`config.mk`:
```
export PLATFORM = sky130hd
export DESIGN_NAME = stepper_microstep_step_generator
export DESIGN_NICKNAME = d
export VERILOG_FILES = /design/src/rtl/core/smdrv_pkg.sv /design/src/rtl/core/stepper_microstep_step_generator.sv /design/src/rtl/core/smdrv_div.sv
export VERILOG_INCLUDE_DIRS = /design/src /design/src/rtl/core
export SDC_FILE = /design/constraint.sdc
export NUM_CORES = 1
export LEC_CHECK = 0
export BUFFER_PORTS_ARGS = -buffer_cell sky130_fd_sc_hd__buf_4
export CORE_ASPECT_RATIO = 1.25
export CORE_UTILIZATION = 55
export CTS_CLUSTER_SIZE = 28
export DETAILED_ROUTE_END_ITERATION = 8
export PLACE_DENSITY = 0.76
export SLEW_MARGIN = 20
export SYNTH_ARGS = -nofsm -noshare
export SYNTH_HDL_FRONTEND = slang
export SYNTH_SLANG_ARGS = --single-unit
export TNS_END_PERCENT = 30
```
`constraint.sdc`:
```
create_clock -name clk -period 5.97 [get_ports clk]
set_clock_uncertainty 0.1 [all_clocks]
set_input_delay 0.597 -clock clk [delete_from_list [all_inputs] [get_ports clk]]
set_output_delay 0.597 -clock clk [all_outputs]
set_load 0.02 [all_outputs]
```
`src/rtl/core/stepper_microstep_step_generator_defines.svh`:
```
// ----------------------------------------------------------------------------
// Stepper microstep generator: assertion macros
// Shared concurrent assertion helpers for the generator RTL.
// ----------------------------------------------------------------------------
`ifndef STEPPER_MICROSTEP_STEP_GENERATOR_DEFINES_SVH
`define STEPPER_MICROSTEP_STEP_GENERATOR_DEFINES_SVH

// Same-cycle implication, disabled while in reset
`define SMDRV_ASSERT_NOW(label, clk, rst_n, ante, cons) \
	label: assert property (@(posedge clk) disable iff (!rst_n) (ante) |-> (cons)) \
		else $error("smdrv assertion failed");

// Next-cycle implication, disabled while in reset
`define SMDRV_ASSERT_NEXT(label, clk, rst_n, ante, cons) \
	label: assert property (@(posedge clk) disable iff (!rst_n) (ante) |=> (cons)) \
		else $error("smdrv assertion failed");

`endif

```
`src/rtl/core/smdrv_pkg.sv`:
```
// ----------------------------------------------------------------------------
// smdrv_pkg
// Types, constants and the sine level table of the stepper step generator.
// ----------------------------------------------------------------------------
package smdrv_pkg;

	// Command codes
	localparam logic [2:0] CMD_TICK    = 3'd0;
	localparam logic [2:0] CMD_MOVE_AB = 3'd1;
	localparam logic [2:0] CMD_MOVE_RL = 3'd2;
	localparam logic [2:0] CMD_STOP    = 3'd3;
	localparam logic [2:0] CMD_SET_POS = 3'd4;

	// Register indexes
	localparam logic REG_MIN_DELAY = 1'b0;
	localparam logic REG_ON_THRESH = 1'b1;

	// Register reset values
	localparam logic [15:0] MIN_DELAY_RST  = 16'd100;
	localparam logic [7:0]  ON_THRESH_RST  = 8'd128;
	localparam logic [15:0] STEP_DELAY_RST = 16'd1000;

	// Step period divider: 1000000 / speed
	localparam int          DIV_STEPS    = 20;
	localparam int          DIV_CNT_W    = $clog2(DIV_STEPS);
	localparam logic [DIV_STEPS-1:0] DIV_DIVIDEND = 20'd1000000;

	// Sine table
	localparam int TABLE_ENTRIES = 64;
	localparam int TBL_IDX_W     = $clog2(TABLE_ENTRIES);

	typedef struct packed {
		logic busy;
		logic done;
	} div_status_t;

	// Levels per entry, line 3 in the top byte, line 0 in the low byte
	localparam logic [31:0] SINE_LEVELS [TABLE_ENTRIES] = '{
		{8'd0, 8'd0, 8'd0, 8'd255}, {8'd0, 8'd0, 8'd25, 8'd255},
		{8'd0, 8'd0, 8'd50, 8'd255}, {8'd0, 8'd0, 8'd74, 8'd255},
		{8'd0, 8'd0, 8'd98, 8'd255}, {8'd0, 8'd0, 8'd120, 8'd255},
		{8'd0, 8'd0, 8'd142, 8'd255}, {8'd0, 8'd0, 8'd162, 8'd255},
		{8'd0, 8'd0, 8'd180, 8'd255}, {8'd0, 8'd0, 8'd197, 8'd255},
		{8'd0, 8'd0, 8'd212, 8'd255}, {8'd0, 8'd0, 8'd226, 8'd255},
		{8'd0, 8'd0, 8'd238, 8'd255}, {8'd0, 8'd0, 8'd248, 8'd255},
		{8'd0, 8'd0, 8'd254, 8'd255}, {8'd0, 8'd0, 8'd255, 8'd255},
		{8'd0, 8'd0, 8'd255, 8'd254}, {8'd0, 8'd0, 8'd255, 8'd248},
		{8'd0, 8'd0, 8'd255, 8'd238}, {8'd0, 8'd0, 8'd255, 8'd226},
		{8'd0, 8'd0, 8'd255, 8'd212}, {8'd0, 8'd0, 8'd255, 8'd197},
		{8'd0, 8'd0, 8'd255, 8'd180}, {8'd0, 8'd0, 8'd255, 8'd162},
		{8'd0, 8'd0, 8'd255, 8'd142}, {8'd0, 8'd0, 8'd255, 8'd120},
		{8'd0, 8'd0, 8'd255, 8'd98}, {8'd0, 8'd0, 8'd255, 8'd74},
		{8'd0, 8'd0, 8'd255, 8'd50}, {8'd0, 8'd0, 8'd255, 8'd25},
		{8'd0, 8'd0, 8'd255, 8'd0}, {8'd0, 8'd25, 8'd255, 8'd0},
		{8'd0, 8'd50, 8'd254, 8'd0}, {8'd0, 8'd74, 8'd248, 8'd0},
		{8'd0, 8'd98, 8'd238, 8'd0}, {8'd0, 8'd120, 8'd226, 8'd0},
		{8'd0, 8'd142, 8'd212, 8'd0}, {8'd0, 8'd162, 8'd197, 8'd0},
		{8'd0, 8'd180, 8'd180, 8'd0}, {8'd0, 8'd197, 8'd162, 8'd0},
		{8'd0, 8'd212, 8'd142, 8'd0}, {8'd0, 8'd226, 8'd120, 8'd0},
		{8'd0, 8'd238, 8'd98, 8'd0}, {8'd0, 8'd248, 8'd74, 8'd0},
		{8'd0, 8'd254, 8'd50, 8'd0}, {8'd0, 8'd255, 8'd25, 8'd0},
		{8'd0, 8'd255, 8'd0, 8'd0}, {8'd25, 8'd255, 8'd0, 8'd0},
		{8'd50, 8'd254, 8'd0, 8'd0}, {8'd74, 8'd248, 8'd0, 8'd0},
		{8'd98, 8'd238, 8'd0, 8'd0}, {8'd120, 8'd226, 8'd0, 8'd0},
		{8'd142, 8'd212, 8'd0, 8'd0}, {8'd162, 8'd197, 8'd0, 8'd0},
		{8'd180, 8'd180, 8'd0, 8'd0}, {8'd197, 8'd162, 8'd0, 8'd0},
		{8'd212, 8'd142, 8'd0, 8'd0}, {8'd226, 8'd120, 8'd0, 8'd0},
		{8'd238, 8'd98, 8'd0, 8'd0}, {8'd248, 8'd74, 8'd0, 8'd0},
		{8'd254, 8'd50, 8'd0, 8'd0}, {8'd255, 8'd25, 8'd0, 8'd0},
		{8'd255, 8'd0, 8'd0, 8'd0}, {8'd255, 8'd0, 8'd0, 8'd25}
	};

	// Phase lines for one table entry: a line is on when its level exceeds thr
	function automatic logic [3:0] phase_lines(input logic [TBL_IDX_W-1:0] idx,
			input logic [7:0] thr);
		logic [31:0] row;
		logic [3:0]  res;
		row = SINE_LEVELS[idx];
		for (int k = 0; k < 4; k++) begin
			res[k] = (row[8*k +: 8] > thr);
		end
		return res;
	endfunction

endpackage

```
`src/rtl/core/stepper_microstep_step_generator.sv`:
```
// ----------------------------------------------------------------------------
// stepper_microstep_step_generator
// Two-phase stepper microstep generator: ticks, moves, stop and set-position
// commands drive a position counter and sine-table phase lines.
// ----------------------------------------------------------------------------
// Channel   Dir  Handshake              Contents
// s_axis    in   tvalid/tready          one command word
// m_axis    out  tvalid/tready          one status word per command
// cfg       in   cfg_we                 min step delay, on threshold
//
// Moves with a nonzero speed wait for the 20-step divider; ticks, stops, set
// position and zero-speed moves do not use it. Result leaves through an
// output register.
// Reset clears all control state and positions; no clearing pass.
// A stalled output holds the next command in the done state.
// ----------------------------------------------------------------------------
`include "stepper_microstep_step_generator_defines.svh"

module stepper_microstep_step_generator
	import smdrv_pkg::*;
(
	input  logic        clk,
	input  logic        arst_n,
	input  logic        s_axis_tvalid,
	output logic        s_axis_tready,
	// [31:0] position_value, [47:32] step_rate, [48] hold, [55:49] zero
	input  logic [55:0] s_axis_tdata,
	// [2:0] command
	input  logic [2:0]  s_axis_tuser,
	output logic        m_axis_tvalid,
	input  logic        m_axis_tready,
	// [0] phase_a_plus, [1] phase_b_plus, [2] phase_a_minus, [3] phase_b_minus,
	// [35:4] position_now, [36] running, [37] reached, [39:38] zero
	output logic [39:0] m_axis_tdata,
	input  logic        cfg_we,
	input  logic        cfg_index,
	input  logic [15:0] cfg_data
);

	localparam logic [2:0] ST_IDLE  = 3'd0;
	localparam logic [2:0] ST_EXEC  = 3'd1;
	localparam logic [2:0] ST_DIV   = 3'd2;
	localparam logic [2:0] ST_MOVE  = 3'd3;
	localparam logic [2:0] ST_STEP  = 3'd4;
	localparam logic [2:0] ST_LINES = 3'd5;
	localparam logic [2:0] ST_DONE  = 3'd6;

	logic [2:0]  state_q;
	logic [2:0]  cmd_q;
	logic [31:0] val_q;
	logic [15:0] speed_q;
	logic        hold_q;

	logic [15:0] min_delay_q;
	logic [7:0]  on_thr_q;

	logic [31:0] pos_q;
	logic [31:0] target_q;
	logic [15:0] delay_q;
	logic [15:0] period_q;
	logic        moving_q;
	logic [3:0]  phase_q;
	logic        hit_q;

	logic        out_valid_q;
	logic [39:0] out_data_q;

	logic              div_start;
	div_status_t       div_st;
	logic [DIV_STEPS-1:0] div_quo;
	logic [15:0]       sat_delay;
	logic [15:0]       new_delay;
	logic [16:0]       period_inc;
	logic              out_free;
	logic              accept;

	assign accept        = s_axis_tvalid && s_axis_tready;
	assign s_axis_tready = (state_q == ST_IDLE);
	assign out_free      = !out_valid_q || m_axis_tready;
	assign div_start     = (state_q == ST_EXEC) &&
		((cmd_q == CMD_MOVE_AB) || (cmd_q == CMD_MOVE_RL)) && (speed_q != 16'd0);

	// Step period: saturate the quotient, then clamp at the minimum
	assign sat_delay  = (div_quo[DIV_STEPS-1:16] != '0) ? 16'hFFFF : div_quo[15:0];
	assign new_delay  = (sat_delay < min_delay_q) ? min_delay_q : sat_delay;
	assign period_inc = {1'b0, period_q} + 17'd1;

	smdrv_div u_div (
		.clk      (clk),
		.arst_n   (arst_n),
		.start    (div_start),
		.divisor  (speed_q),
		.status   (div_st),
		.quotient (div_quo)
	);

	// Configuration registers
	always_ff @(posedge clk or negedge arst_n) begin
		if (!arst_n) begin
			min_delay_q <= MIN_DELAY_RST;
			on_thr_q    <= ON_THRESH_RST;
		end else if (cfg_we) begin
			case (cfg_index)
				REG_MIN_DELAY: min_delay_q <= cfg_data;
				REG_ON_THRESH: on_thr_q    <= cfg_data[7:0];
				default: ;
			endcase
		end
	end

	// Input word capture
	always_ff @(posedge clk) begin
		if (accept) begin
			cmd_q   <= s_axis_tuser;
			val_q   <= s_axis_tdata[31:0];
			speed_q <= s_axis_tdata[47:32];
			hold_q  <= s_axis_tdata[48];
		end
	end

	// Sequencer and generator state
	always_ff @(posedge clk or negedge arst_n) begin
		if (!arst_n) begin
			state_q  <= ST_IDLE;
			pos_q    <= '0;
			target_q <= '0;
			delay_q  <= STEP_DELAY_RST;
			period_q <= '0;
			moving_q <= 1'b0;
			phase_q  <= '0;
			hit_q    <= 1'b0;
		end else begin
			case (state_q)
				ST_IDLE: begin
					if (accept) begin
						state_q <= ST_EXEC;
					end
				end
				ST_EXEC: begin
					hit_q <= 1'b0;
					case (cmd_q)
						CMD_TICK: begin
							if (moving_q) begin
								if (period_inc >= {1'b0, delay_q}) begin
									period_q <= '0;
									state_q  <= ST_STEP;
								end else begin
									period_q <= period_inc[15:0];
									state_q  <= ST_DONE;
								end
							end else begin
								state_q <= ST_DONE;
							end
						end
						CMD_MOVE_AB, CMD_MOVE_RL: begin
							target_q <= (cmd_q == CMD_MOVE_AB) ? val_q : pos_q + val_q;
							period_q <= '0;
							state_q  <= (speed_q != 16'd0) ? ST_DIV : ST_MOVE;
						end
						CMD_STOP: begin
							moving_q <= 1'b0;
							period_q <= '0;
							if (!hold_q) begin
								phase_q <= '0;
							end
							state_q  <= ST_DONE;
						end
						CMD_SET_POS: begin
							moving_q <= 1'b0;
							period_q <= '0;
							phase_q  <= '0;
							pos_q    <= val_q;
							target_q <= val_q;
							state_q  <= ST_DONE;
						end
						default: state_q <= ST_DONE;
					endcase
				end
				ST_DIV: begin
					if (div_st.done) begin
						delay_q <= new_delay;
						state_q <= ST_MOVE;
					end
				end
				ST_MOVE: begin
					moving_q <= (pos_q != target_q);
					state_q  <= ST_DONE;
				end
				ST_STEP: begin
					// signed direction toward the target
					if ($signed(target_q) > $signed(pos_q)) begin
						pos_q <= pos_q + 32'd1;
					end else begin
						pos_q <= pos_q - 32'd1;
					end
					state_q <= ST_LINES;
				end
				ST_LINES: begin
					phase_q <= phase_lines(pos_q[TBL_IDX_W-1:0], on_thr_q);
					if (pos_q == target_q) begin
						moving_q <= 1'b0;
						hit_q    <= 1'b1;
					end
					state_q <= ST_DONE;
				end
				ST_DONE: begin
					if (out_free) begin
						state_q <= ST_IDLE;
					end
				end
				default: state_q <= ST_IDLE;
			endcase
		end
	end

	// Output register
	always_ff @(posedge clk or negedge arst_n) begin
		if (!arst_n) begin
			out_valid_q <= 1'b0;
		end else if (state_q == ST_DONE && out_free) begin
			out_valid_q <= 1'b1;
		end else if (m_axis_tready) begin
			out_valid_q <= 1'b0;
		end
	end

	always_ff @(posedge clk) begin
		if (state_q == ST_DONE && out_free) begin
			out_data_q <= {2'b00, hit_q, moving_q, pos_q, phase_q};
		end
	end

	assign m_axis_tvalid = out_valid_q;
	assign m_axis_tdata  = out_data_q;

	// Checks
	`SMDRV_ASSERT_NEXT(a_one_at_a_time, clk, arst_n, accept, !s_axis_tready)
	`SMDRV_ASSERT_NOW(a_div_in_div_state, clk, arst_n, div_st.busy, state_q == ST_DIV)
	`SMDRV_ASSERT_NOW(a_reached_stops, clk, arst_n,
		m_axis_tvalid && m_axis_tdata[37], !m_axis_tdata[36])

endmodule

```
`src/rtl/core/smdrv_div.sv`:
```
// ----------------------------------------------------------------------------
// smdrv_div
// Restoring radix-2 divider: 1000000 / divisor, one quotient bit per cycle.
// ----------------------------------------------------------------------------
module smdrv_div
	import smdrv_pkg::*;
(
	input  logic                 clk,
	input  logic                 arst_n,
	input  logic                 start,
	input  logic [15:0]          divisor,
	output div_status_t          status,
	output logic [DIV_STEPS-1:0] quotient
);

	logic [15:0]          div_q;
	logic [15:0]          rem_q;
	logic [DIV_STEPS-1:0] quo_q;
	logic [DIV_CNT_W-1:0] cnt_q;
	logic                 busy_q;
	logic                 done_q;
	logic [16:0]          trial;
	logic                 fits;
	logic [16:0]          diff;

	// One shift-subtract step
	assign trial = {rem_q, quo_q[DIV_STEPS-1]};
	assign fits  = (trial >= {1'b0, div_q});
	assign diff  = trial - {1'b0, div_q};

	// Control
	always_ff @(posedge clk or negedge arst_n) begin
		if (!arst_n) begin
			busy_q <= 1'b0;
			done_q <= 1'b0;
			cnt_q  <= '0;
		end else begin
			done_q <= 1'b0;
			if (start) begin
				busy_q <= 1'b1;
				cnt_q  <= '0;
			end else if (busy_q) begin
				if (cnt_q == DIV_CNT_W'(DIV_STEPS - 1)) begin
					busy_q <= 1'b0;
					done_q <= 1'b1;
				end
				cnt_q <= cnt_q + 1'b1;
			end
		end
	end

	// Datapath
	always_ff @(posedge clk) begin
		if (start) begin
			div_q <= divisor;
			rem_q <= '0;
			quo_q <= DIV_DIVIDEND;
		end else if (busy_q) begin
			rem_q <= fits ? diff[15:0] : trial[15:0];
			quo_q <= {quo_q[DIV_STEPS-2:0], fits};
		end
	end

	assign status   = '{busy: busy_q, done: done_q};
	assign quotient = quo_q;

endmodule

```
==> flow_metrics.py <==
metrics = {
    "worst_setup_path": {
        "cp-end-kind": "flip-flop",
        "rrSetupSlack_ps": 620,
        "crit_chain": "inv_1 -> ha_1 -> nand4_1 -> nor4_1 -> a21boi_0 -> a2111o_1 -> a21oi_1 -> mux2i_4 -> inv_1 -> fa_1 -> nor2b_1 -> o2111ai_1 -> a211oi_1 -> a211o_1 -> nand2_1 -> a21oi_2 -> a41o_1 -> a221oi_2 -> xor2_1 -> o21ai_1",
        "cp_slowest_stage_delay_ps": 510,
        "path_common_cell": "inv_1",
        "crit_slowest_cell": "dfrtp_1",
        "timing.rr.start": "pos_q[15]",
        "cp.buffers_inverters": 2,
        "r2r-end": "pos_q[30]",
        "r2r_cells": 20,
        "critPathLaunch": "pos_q[15]",
        "crit_type": "reg -> reg",
        "critPathRequiredTime_ps": 6320,
        "cp-start-kind": "flip-flop",
        "critical-path-top-delay-family": "compound AO/OA/AOI/OAI gates",
        "crit_path_max_fanout": 7,
        "cp.arrival_ps": 5700,
    },
    "pwr": {
        "power.internal_mw": 6.940,
        "combPwrFrac_pct": 57.7,
        "irDropWorstVdd_uv": 499.5,
        "p_leak_nw": 9.401,
        "power_switching_mw": 5.625,
        "seq_power_share_pct": 25.4,
        "p_sw_share_pct": 44.77,
        "power_density_mw_per_mm2": 612.0,
        "power_frac_clock_pct": 16.9,
    },
    "route": {
        "drc": 0,
        "via_per_inst": 5.967,
        "via_count": 14810,
        "ant_nets": 0,
        "drt_first_pass_iters": 5,
        "wl_um": 45580,
        "post_drt_wl_per_cell_um": 18.36,
        "drtIter0Drc": 1042,
    },
    "min_path": {
        "min_from": "s_axis_tdata[24]",
        "hold_path_class": "in -> reg",
        "min_to": "val_q[24]",
        "worstHoldPathCells": 1,
    },
    "layout": {
        "final_cell_count_no_fill": 2482,
        "areaGrowthSynthToFinish_pct": 13.32,
        "fin_nets": 2310,
        "n_antenna_cell": 0,
        "num-fill-cells": 2688,
        "drive_above_1_share_pct": 12.66,
    },
    "clock_network": {
        "cts_root_buffer": "clkbuf_16",
        "clk_latency_ps": 590,
        "cts.path.max_buffers": 3,
        "cts_resized": 0,
        "clkTransAtPathRegs_ps": 70,
        "htree_levels": 1,
        "cts_tree": "yes",
        "clock-sinks": 279,
        "cts_buffers": 29,
    },
    "placed_design": {
        "dp_hpwl_um": 32580,
        "dpl.cell_count": 2427,
        "preCtsSetupSlack_ps": 721.6,
        "port_buffers": 113,
        "gp_congestion": 0.9275,
    },
    "global_routing": {
        "antenna_found_initial": 0,
        "grt_max_degree": 83,
        "grt_pass1_vias": 15010,
        "grt_pass1_wl_um": 74520,
        "grt_overflow": 0,
        "grt_use_total_pct": 27.84,
    },
    "floorplan": {
        "dieWidth_um": 164.3,
        "chipHeight_um": 204.9,
        "rows": 73,
        "initial_utilization_pct": 56.35,
        "coreArea_mm2": 0.03215,
        "die-area_mm2": 0.03368,
        "pin_count": 123,
    },
    "timing": {
        "slew_headroom_pct": 26.13,
        "rsz0062_at_grt": "no",
        "setup_tns_ps": 0,
        "finalWorstSetupSlack_ps": 618.1,
        "hold_viol": 0,
        "finalCritPeriodShare_pct": 89.65,
        "hold_slack_ps": 77.35,
        "max_freq_mhz": 186.8,
        "finalSetupViolCount": 0,
        "min_period_ps": 5352,
        "tightest_slew_ps": 1103,
        "finalMaxSlewViolations": 0,
    },
    "status": {
        "outcome": "finished, final reports clean",
    },
    "synth": {
        "yosys_warnings": 0,
        "synth-edff-count": 106,
        "postSynth.asyncResetShare_pct": 49.10,
        "synthCells": 1958,
        "synth_top_cells_by_count": "a21oi_1 (192), nand2_1 (186), ha_1 (179), nor2_1 (144), dfrtp_1 (127)",
        "yosysSeqAreaShare_pct": 40.54,
        "ys_ff_latch": 279,
        "yosys.area.top_type": "edfxtp_1",
        "synth_flop_cell": "dfrtp_1",
        "synth.most_common_cell": "a21oi_1",
        "synth_area_per_cell_um2": 9.253,
        "synth_top_area_share_pct": 17.57,
        "syn_area_mm2": 0.01812,
        "ys_types": 82,
        "ys_top_cells_by_area": "edfxtp_1 (18%), dfrtp_1 (18%), ha_1 (12%), a21oi_1 (5.3%), dfxtp_1 (4.0%)",
    },
    "flow_run": {
        "cap_violations": 0,
    },
}
==> placed cells by master (no fill, tap or decap), drive strengths merged, types with 43 or more instances in the layout <==
master / instances
o21ai: 155
a21o: 62
ha: 179
inv: 119
nor2: 144
dfrtp: 127
buf: 140
nand3: 43
nand2: 186
mux2i: 55
edfxtp: 106
xor2: 43
a21oi: 194
==> layout make-up <==
cell class                      count  area (um2)  share of cell area, %
Multi-Input combinational cell   1477       10040                  48.90
Sequential cell                   279        7348                  35.79
Timing Repair Buffer              141        1065                  5.186
Clock buffer                       31       733.2                  3.571
Tap cell                          412       515.5                  2.511
Inverter                          119       446.7                  2.176
Clock inverter                     23       382.9                  1.865
==> per-layer routing <==
| metal | wire length, um | global-route usage, % | vias up |
|---|---|---|---|
| li1 | - | - | 7234 |
| met1 | 19030 | 33.59 | 7099 |
| met2 | 22930 | 49.97 | 371 |
| met3 | 2071 | 3.240 | 105 |
| met4 | 1555 | 11.04 | 0 |
| met5 | 0 | 0 | - |
==> power by group through the flow <==
stage,Combinational [mW],Clock [mW],Sequential [mW]
2_1_floorplan,5.48,0,3.07
3_3_place_gp,6.90,0,3.18
4_1_cts,7.21,2.16,3.18
5_1_grt,8.13,2.22,3.27
3_5_place_dp,7.14,0,3.21
6_report,7.25,2.12,3.19
==> worst reg2reg max path: cells and delay by family, from the launching register on <==
kind,cells,cell delay [ps]
compound gates,10,2440
xor+xnor,1,160
fa+ha+maj,2,740
buf+inv,2,240
flops,1,510
mux,1,400
simple gates,4,630
==> metrics by stage <==
| stage | total power, mW | area (um2) | utilization, % |
|---|---|---|---|
| detailed placement | 10.35 | 19400 | 60.35 |
| floorplan | 8.550 | 18120 | - |
| finish | 12.57 | 20530 | 63.86 |
| global route | 13.62 | 20530 | 63.86 |
| global placement | 10.09 | 19400 | 60.35 |
| CTS | 12.55 | 20530 | 63.85 |
==> worst max path at each step <==
stage / to / slack [ps] / depth (start not counted)
detailed placement: pos_q[30] / 720 / 19
global route: pos_q[30] / 250 / 20
global placement: pos_q[29] / 780 / 20
floorplan: pos_q[30] / 310 / 20
CTS: pos_q[30] / 670 / 19
finish: pos_q[30] / 620 / 20
==> kinds of logic (layout without fill, tap and decap cells) <==
logic type,count (synthesis),count (layout),share of synthesized area (%)
simple gates,560,560,14.58
fa+ha+maj,182,182,12.69
other cells,1,2,0.02070
flops,279,279,40.54
compound gates,581,581,19.81
buf+inv,203,314,4.385
mux,73,73,4.157
xor+xnor,79,79,3.819
==> timing repair <==
action	in CTS	in global routing
hold endpoints to repair	11	0
setup buffers	0	0
hold buffers	1	0
==> flip-flops by register name, summed over array words and instances, names as in the netlist, 3 cells and up <==
| name | flops |
|---|---|
| speed_q | 16 |
| delay_q | 16 |
| u_div.rem_q | 16 |
| period_q | 16 |
| cmd_q | 3 |
| min_delay_q | 16 |
| pos_q | 32 |
| u_div.div_q | 16 |
| val_q | 32 |
| u_div.quotient | 20 |
| u_div.cnt_q | 5 |
| m_axis_tdata | 38 |
| phase_q | 4 |
| on_thr_q | 8 |
| state_q | 3 |
| target_q | 32 |
No activity file was read; power rests on OpenSTA's default activity.
